## config.mk

```make
export PLATFORM = sky130hd
export DESIGN_NAME = rgb_to_hsv_unit
export DESIGN_NICKNAME = d
export VERILOG_FILES = /design/src/hdl/rhsv_pkg.sv /design/src/hdl/rgb_to_hsv_unit.sv /design/src/hdl/rhsv_prep.sv /design/src/hdl/rhsv_div_cell.sv
export SDC_FILE = /design/constraint.sdc
export NUM_CORES = 2
export LEC_CHECK = 0
export BUFFER_PORTS_ARGS = -buffer_cell sky130_fd_sc_hd__buf_2
export CORE_MARGIN = 10
export CORE_UTILIZATION = 55
export DETAILED_ROUTE_END_ITERATION = 8
export GPL_ROUTABILITY_DRIVEN = 0
export PLACE_DENSITY_LB_ADDON = 0.3
export SLEW_MARGIN = 20
export SYNTH_ARGS = -nofsm -noshare
export SYNTH_HDL_FRONTEND = slang
export SYNTH_SLANG_ARGS = --single-unit
export TNS_END_PERCENT = 5
```

## constraint.sdc

```tcl
create_clock -name clk -period 12.3 [get_ports clk]
set_input_delay 1.23 -clock clk [delete_from_list [all_inputs] [get_ports clk]]
set_output_delay 1.23 -clock clk [all_outputs]
set_load 0.05 [all_outputs]
```

## src/hdl/rhsv_pkg.sv

```systemverilog
// Package: shared widths, constants and the pipeline payload type for the RGB-to-HSV unit.
`timescale 1ns / 1ps
`default_nettype none
package rhsv_pkg;

  // Channel and field widths
  localparam int unsigned CW = 8;   // color channel
  localparam int unsigned HW = 9;   // hue field

  // Divider chain: one quotient bit per cell
  localparam int unsigned QW = 9;   // quotient bits, also number of cells
  localparam int unsigned DW = 9;   // divisor width (2*delta or 2*max)
  localparam int unsigned RW = 18;  // dividend / partial remainder width

  // Hue wraps at a full turn
  localparam logic [HW-1:0] HUE_TURN = HW'(360);

  // Payload carried through every stage of the chain
  typedef struct packed {
    logic [RW-1:0] rem_h;   // hue partial remainder
    logic [DW-1:0] div_h;   // hue divisor
    logic [QW-1:0] q_h;     // hue quotient bits so far
    logic [RW-1:0] rem_s;   // saturation partial remainder
    logic [DW-1:0] div_s;   // saturation divisor
    logic [QW-1:0] q_s;     // saturation quotient bits so far
    logic [CW-1:0] bright;  // max channel
    logic [CW-1:0] alpha;   // pass-through alpha
  } rhsv_pl_t;

endpackage : rhsv_pkg
`default_nettype wire

```

## src/hdl/rgb_to_hsv_unit.sv

```systemverilog
// Top level: RGB pixel to HSV pixel, front stage, divider cell chain and output register.
//
//   channel | ports                                        | direction
//   --------+----------------------------------------------+----------
//   input   | in_valid, in_stall, in_red/green/blue/alpha_in | pixel in
//   result  | out_valid, out_stall, out_hue/saturation/...  | HSV out
//
// One transaction per clock sustained while out_stall is low; a pixel passes
// through the front stage, nine divider cells and the output register. The
// chain of nine cells, one quotient bit each, makes up most of the latency.
// Synchronous active-low reset empties every stage; payload is not reset.
// Each stage holds while stalled and accepts when empty or moving, so bubbles
// collapse and in_stall rises only when the whole chain is full.
`timescale 1ns / 1ps
`default_nettype none
module rgb_to_hsv_unit (
  input  wire logic                    clk,
  input  wire logic                    rst_n,
  input  wire logic                    in_valid,
  output logic                         in_stall,
  input  wire logic [rhsv_pkg::CW-1:0] in_red,
  input  wire logic [rhsv_pkg::CW-1:0] in_green,
  input  wire logic [rhsv_pkg::CW-1:0] in_blue,
  input  wire logic [rhsv_pkg::CW-1:0] in_alpha_in,
  output logic                         out_valid,
  input  wire logic                    out_stall,
  output logic [rhsv_pkg::HW-1:0]      out_hue,
  output logic [rhsv_pkg::CW-1:0]      out_saturation,
  output logic [rhsv_pkg::CW-1:0]      out_brightness,
  output logic [rhsv_pkg::CW-1:0]      out_alpha_out
);
  import rhsv_pkg::*;

  logic     v   [QW+1];
  logic     stl [QW+1];
  rhsv_pl_t pl  [QW+1];

  logic [HW-1:0] hue_nxt;
  logic          ready;
  logic          v_r;
  logic [HW-1:0] hue_r;
  logic [CW-1:0] sat_r, bright_r, alpha_r;

  // Front stage
  rhsv_prep u_prep (
    .clk      (clk),
    .rst_n    (rst_n),
    .up_valid (in_valid),
    .up_stall (in_stall),
    .red      (in_red),
    .green    (in_green),
    .blue     (in_blue),
    .alpha    (in_alpha_in),
    .dn_valid (v[0]),
    .dn_stall (stl[0]),
    .dn_pl    (pl[0])
  );

  // Divider chain, most significant quotient bit first
  for (genvar i = 0; i < QW; i++) begin : g_cell
    rhsv_div_cell #(
      .BIT (QW - 1 - i)
    ) u_cell (
      .clk      (clk),
      .rst_n    (rst_n),
      .up_valid (v[i]),
      .up_stall (stl[i]),
      .up_pl    (pl[i]),
      .dn_valid (v[i+1]),
      .dn_stall (stl[i+1]),
      .dn_pl    (pl[i+1])
    );
  end

  // Hue of a full turn wraps to zero
  assign hue_nxt = (pl[QW].q_h >= HUE_TURN) ? (pl[QW].q_h - HUE_TURN) : pl[QW].q_h;

  // Output register
  assign ready   = !v_r || !out_stall;
  assign stl[QW] = !ready;

  always_ff @(posedge clk) begin
    if (!rst_n) begin
      v_r <= 1'b0;
    end else if (ready) begin
      v_r <= v[QW];
    end
  end

  always_ff @(posedge clk) begin
    if (ready && v[QW]) begin
      hue_r    <= hue_nxt;
      sat_r    <= pl[QW].q_s[CW-1:0];
      bright_r <= pl[QW].bright;
      alpha_r  <= pl[QW].alpha;
    end
  end

  assign out_valid      = v_r;
  assign out_hue        = hue_r;
  assign out_saturation = sat_r;
  assign out_brightness = bright_r;
  assign out_alpha_out  = alpha_r;

  // Hue always in range after the wrap
  a_hue_range : assert property (@(posedge clk) disable iff (!rst_n)
    out_valid |-> (out_hue < HUE_TURN))
    else $error("hue out of range");

  // Black pixel gives zero hue and saturation
  a_black : assert property (@(posedge clk) disable iff (!rst_n)
    (out_valid && (out_brightness == '0)) |-> ((out_hue == '0) && (out_saturation == '0)))
    else $error("black pixel with nonzero hue or saturation");

  // Saturation quotient never needs its top bit
  a_sat_msb : assert property (@(posedge clk) disable iff (!rst_n)
    v[QW] |-> !pl[QW].q_s[QW-1])
    else $error("saturation quotient overflow");

  // Empty right after reset
  a_reset_empty : assert property (@(posedge clk)
    $past(!rst_n) |-> !out_valid)
    else $error("result valid right after reset");

endmodule : rgb_to_hsv_unit
`default_nettype wire

```

## src/hdl/rhsv_prep.sv

```systemverilog
// Front stage: max/min, hue sector numerator and saturation dividend, registered.
`timescale 1ns / 1ps
`default_nettype none
module rhsv_prep (
  input  wire logic                  clk,
  input  wire logic                  rst_n,
  input  wire logic                  up_valid,
  output logic                       up_stall,
  input  wire logic [rhsv_pkg::CW-1:0] red,
  input  wire logic [rhsv_pkg::CW-1:0] green,
  input  wire logic [rhsv_pkg::CW-1:0] blue,
  input  wire logic [rhsv_pkg::CW-1:0] alpha,
  output logic                       dn_valid,
  input  wire logic                  dn_stall,
  output rhsv_pkg::rhsv_pl_t         dn_pl
);
  import rhsv_pkg::*;

  logic [CW-1:0]      mx, mn, dlt;
  logic               r_max, g_max;
  logic signed [19:0] rs, gs, bs, ds;
  logic signed [19:0] n_raw, n_pos, n_dbl;
  logic [RW-1:0]      num_s;
  logic               ready;
  rhsv_pl_t           pl_nxt;
  logic               v_r;
  rhsv_pl_t           pl_r;

  // Max / min with red over green over blue on ties
  always_comb begin
    r_max = (red >= green) && (red >= blue);
    g_max = !r_max && (green >= blue);
    mx    = r_max ? red : (g_max ? green : blue);
    if ((red <= green) && (red <= blue)) begin
      mn = red;
    end else if (green <= blue) begin
      mn = green;
    end else begin
      mn = blue;
    end
    dlt = mx - mn;
  end

  // Hue numerator: 2*N + delta, N folded into [0, 360*delta)
  always_comb begin
    rs = $signed({12'd0, red});
    gs = $signed({12'd0, green});
    bs = $signed({12'd0, blue});
    ds = $signed({12'd0, dlt});
    if (r_max) begin
      n_raw = 20'sd60 * (gs - bs);
    end else if (g_max) begin
      n_raw = 20'sd120 * ds + 20'sd60 * (bs - rs);
    end else begin
      n_raw = 20'sd240 * ds + 20'sd60 * (rs - gs);
    end
    n_pos = (n_raw < 20'sd0) ? (n_raw + 20'sd360 * ds) : n_raw;
    n_dbl = (n_pos <<< 1) + ds;
  end

  // Saturation dividend: 510*delta + max
  assign num_s = RW'({10'd0, dlt} * 18'd510) + RW'({10'd0, mx});

  // Stage payload; zero divisors replaced so the chain yields zero
  always_comb begin
    pl_nxt        = '0;
    pl_nxt.bright = mx;
    pl_nxt.alpha  = alpha;
    if (dlt == '0) begin
      pl_nxt.rem_h = '0;
      pl_nxt.div_h = DW'(1);
    end else begin
      pl_nxt.rem_h = n_dbl[RW-1:0];
      pl_nxt.div_h = {dlt, 1'b0};
    end
    if (mx == '0) begin
      pl_nxt.rem_s = '0;
      pl_nxt.div_s = DW'(1);
    end else begin
      pl_nxt.rem_s = num_s;
      pl_nxt.div_s = {mx, 1'b0};
    end
  end

  // Stage register with pass-through ready
  assign ready    = !v_r || !dn_stall;
  assign up_stall = !ready;

  always_ff @(posedge clk) begin
    if (!rst_n) begin
      v_r <= 1'b0;
    end else if (ready) begin
      v_r <= up_valid;
    end
  end

  always_ff @(posedge clk) begin
    if (ready && up_valid) begin
      pl_r <= pl_nxt;
    end
  end

  assign dn_valid = v_r;
  assign dn_pl    = pl_r;

endmodule : rhsv_prep
`default_nettype wire

```

## src/hdl/rhsv_div_cell.sv

```systemverilog
// Divider cell: resolves one quotient bit of both the hue and saturation divisions.
`timescale 1ns / 1ps
`default_nettype none
module rhsv_div_cell #(
  parameter int unsigned BIT = 0
) (
  input  wire logic               clk,
  input  wire logic               rst_n,
  input  wire logic               up_valid,
  output logic                    up_stall,
  input  wire rhsv_pkg::rhsv_pl_t up_pl,
  output logic                    dn_valid,
  input  wire logic               dn_stall,
  output rhsv_pkg::rhsv_pl_t      dn_pl
);
  import rhsv_pkg::*;

  logic [RW-1:0] sh_h, sh_s;
  logic          ge_h, ge_s;
  logic          ready;
  rhsv_pl_t      pl_nxt;
  logic          v_r;
  rhsv_pl_t      pl_r;

  // Restoring step: compare remainder against divisor shifted to this bit
  always_comb begin
    sh_h   = RW'(up_pl.div_h) << BIT;
    sh_s   = RW'(up_pl.div_s) << BIT;
    ge_h   = up_pl.rem_h >= sh_h;
    ge_s   = up_pl.rem_s >= sh_s;
    pl_nxt = up_pl;
    if (ge_h) begin
      pl_nxt.rem_h = up_pl.rem_h - sh_h;
    end
    if (ge_s) begin
      pl_nxt.rem_s = up_pl.rem_s - sh_s;
    end
    pl_nxt.q_h[BIT] = ge_h;
    pl_nxt.q_s[BIT] = ge_s;
  end

  // Stage register
  assign ready    = !v_r || !dn_stall;
  assign up_stall = !ready;

  always_ff @(posedge clk) begin
    if (!rst_n) begin
      v_r <= 1'b0;
    end else if (ready) begin
      v_r <= up_valid;
    end
  end

  always_ff @(posedge clk) begin
    if (ready && up_valid) begin
      pl_r <= pl_nxt;
    end
  end

  assign dn_valid = v_r;
  assign dn_pl    = pl_r;

endmodule : rhsv_div_cell
`default_nettype wire

```

==> metrics <==
htree depth=3; worst path arrival time=11.65 ns; drt initial violations=approximately 1800; crit path time final=11.30 ns; Critical R2R Launch=g_cell[5].u_cell.dn_pl[64]; combinational family with the most area after synthesis=adder cells; Fill cells=6146; max-cap violations=0; DR vias=27700; Die Ht=302 µm; Final Max Tran Viols=0; IO Port Bufs=70; drt via density=5.48; Final setup viols=0; RSZ-0062 raised after global routing=no; DRT Pass-1 Iters=5; hpwl dp=between 60000 and 70000 µm; Nets=4452; die area=0.0910 mm²; Tot GR Track Use=a little under a fifth; Ports=slightly above 70; Hold WS=just under 0.4 ns; grt total ovfl=0; Synth Flop Type=edfxtp_1; CTS Buf Count=77; #FFs+latches synth=~740; Slew headroom=25.2%; outcome=finished clean; root buf cell=clkbuf_16; Seq/Total Area, Yosys=50.6%; core area=0.0787 mm²; clock skew=between 0.03 and 0.04 ns; Top cell by count, worst path=ha_1; critical path type=primary input to register; post-synthesis xor/xnor area fraction=6.05%; most numerous cell in the Yosys netlist=edfxtp_1; CTS tree=built; Post-synth EDFFs=727; Synth area leaders=edfxtp_1, ha_1, fa_1, inv_1, xnor2_1; slowest stage delay, CP=0.63 ns; fmax=about 89 MHz; Yosys top cell area share=50.0%; Clk Latency, worst-skew pair=0.62 ns; hold crit path type=register to register; Routed Wire Length=approximately 85000 µm; hold_sp=g_cell[6].u_cell.dn_pl[13]; slowest CP cell=or2_2; fin worst setup slack=1.00 ns; Mapped Avg Cell Area=11.4 µm²; DRC=0; CP startpoint=in_green[1]; clock tree buffer depth=3; layout cells sized above 1=7.16%; CP Data Required Time=between 10 and 15 ns; final hold viol count=0; Synth top cells by count=edfxtp_1, inv_1, ha_1; Core Rows=103; CP max FO=40; mux cell area share after synthesis=about 1.1%; initial antenna violation count=6; largest area contributor in the netlist=edfxtp_1; wire per inst=16.8 µm; vias in the first global route=27700; largest net degree at the start of global routing=84; Initial Utilization=55.4%; critical path endpoint category=register; Hold Buf Count CTS=0; worst slack at placement=roughly 0.53 ns; Post CTS Setup Buffer Count=0; FFs w/ async S/R, synth=0%; Clk pin slew, worst setup/hold paths=0.06 ns; final period utilization=91.9%; Worst Max-Slew Pin Slew=1.11 ns; Synth Net Count=4328; Die W=between 300 and 400 µm; Post-CTS Resized=0; Synth Area in Simple Gates=between 10 and 15%; post-synthesis compound-gate area fraction=11.7%; clk sink count=738; launching element type of the critical path=primary input; sum of negative setup slack=0 ns; Syn. warnings=0; number of routed nets with antenna violations=0; Netlist Area Pre-Place=0.0436 mm²; area share of fa/ha/maj cells after synthesis=15.6%; Area Overhead vs Synth=10.0%; Mapped Cells=3810; Yosys cell types=99; Util after Layout=61.0%; first-pass GRT wire length=~140000 µm
[layout make-up]
| type | count | area (µm²) | area share [%] |
|---|---|---|---|
| sequential | 738 | 22100 | 45.9 |
| multi-input combinational | 2510 | 19600 | 40.8 |
| clock buffer | 89 | 1990 | 4.15 |
| inverter | 512 | 1920 | 4.00 |
| tap | 1050 | 1310 | 2.74 |
| clock inverter | 50 | 613 | 1.28 |
| timing repair buffer | 95 | 538 | 1.12 |
| antenna | 3 | 7.51 | 0.0156 |
[worst max-delay path: cells and delay by family]
kind	cells	cell delay [ns]
adders and majority gates	7	2.45
muxes	1	0.11
AOI/OAI and AO/OA	15	2.94
buffers and inverters	7	1.03
xor gates and xnor gates	3	0.78
and+or+nand+nor	12	3.06
[final timing paths]
kind	endpoint	slack, ns	cells after the start
worst max-delay path	u_prep.dn_pl[82]	1.00	45
worst min-delay path	g_cell[7].u_cell.dn_pl[13]	0.39	0
worst max register to register	g_cell[6].u_cell.dn_pl[87]	7.95	16
worst min register to register	g_cell[7].u_cell.dn_pl[13]	0.39	0
[cells in the final DEF (no fill, tap or decap), types with 12 or more instances in the layout]
cell	instances
a211oi_1	24
a21o_1	98
a21oi_1	246
a31oi_1	19
and2_1	25
buf_2	70
buf_4	25
clkbuf_16	78
edfxtp_1	727
fa_1	103
ha_1	379
inv_1	509
mux2_2	12
mux2i_1	32
nand2_1	208
nand2b_1	80
nand3_1	56
nand4_1	38
nor2_1	235
nor2b_1	65
nor3_1	46
nor4_1	29
o211ai_1	17
o21a_1	35
o21ai_0	204
o21bai_1	33
o31ai_1	16
or2_2	15
or3_1	17
or4_1	14
xnor2_1	172
xor2_1	118
[flip-flops by register name, indices dropped and copies added, names as in the netlist]
| signal | count |
|---|---|
| u_prep.dn_pl | 66 |
| out_valid | 1 |
| u_prep.dn_valid | 1 |
| out_brightness | 8 |
| g_cell.u_cell.dn_valid | 9 |
| out_alpha_out | 8 |
| out_saturation | 8 |
| out_hue | 9 |
| g_cell.u_cell.dn_pl | 628 |
[kinds of logic after synthesis]
family          count (synthesis)
compound gates                802
xor+xnor                      295
fa+ha+maj                     482
buf+inv                       562
flops                         738
mux                            46
simple gates                  885
[routing by layer]
metal	track usage, %	routed length [µm]	vias up
met1	21.8	34400	13100
met5	0	0	-
met4	9.00	4130	0
met3	2.73	3930	193
met2	33.7	42400	622
li1	-	-	13800
[metrics by stage]
| step | instances | area (µm²) |
|---|---|---|
| floorplan | 3810 | 43600 |
| global placement | 4905 | 45400 |
| detailed placement | 4905 | 45400 |
| CTS | 5044 | 48000 |
| global route | 5047 | 48000 |
| finish | 5047 | 48000 |
Power is left out: the tool's default activity adds up to more than one toggle a clock period on the data nets, which glitch-free logic cannot reach.
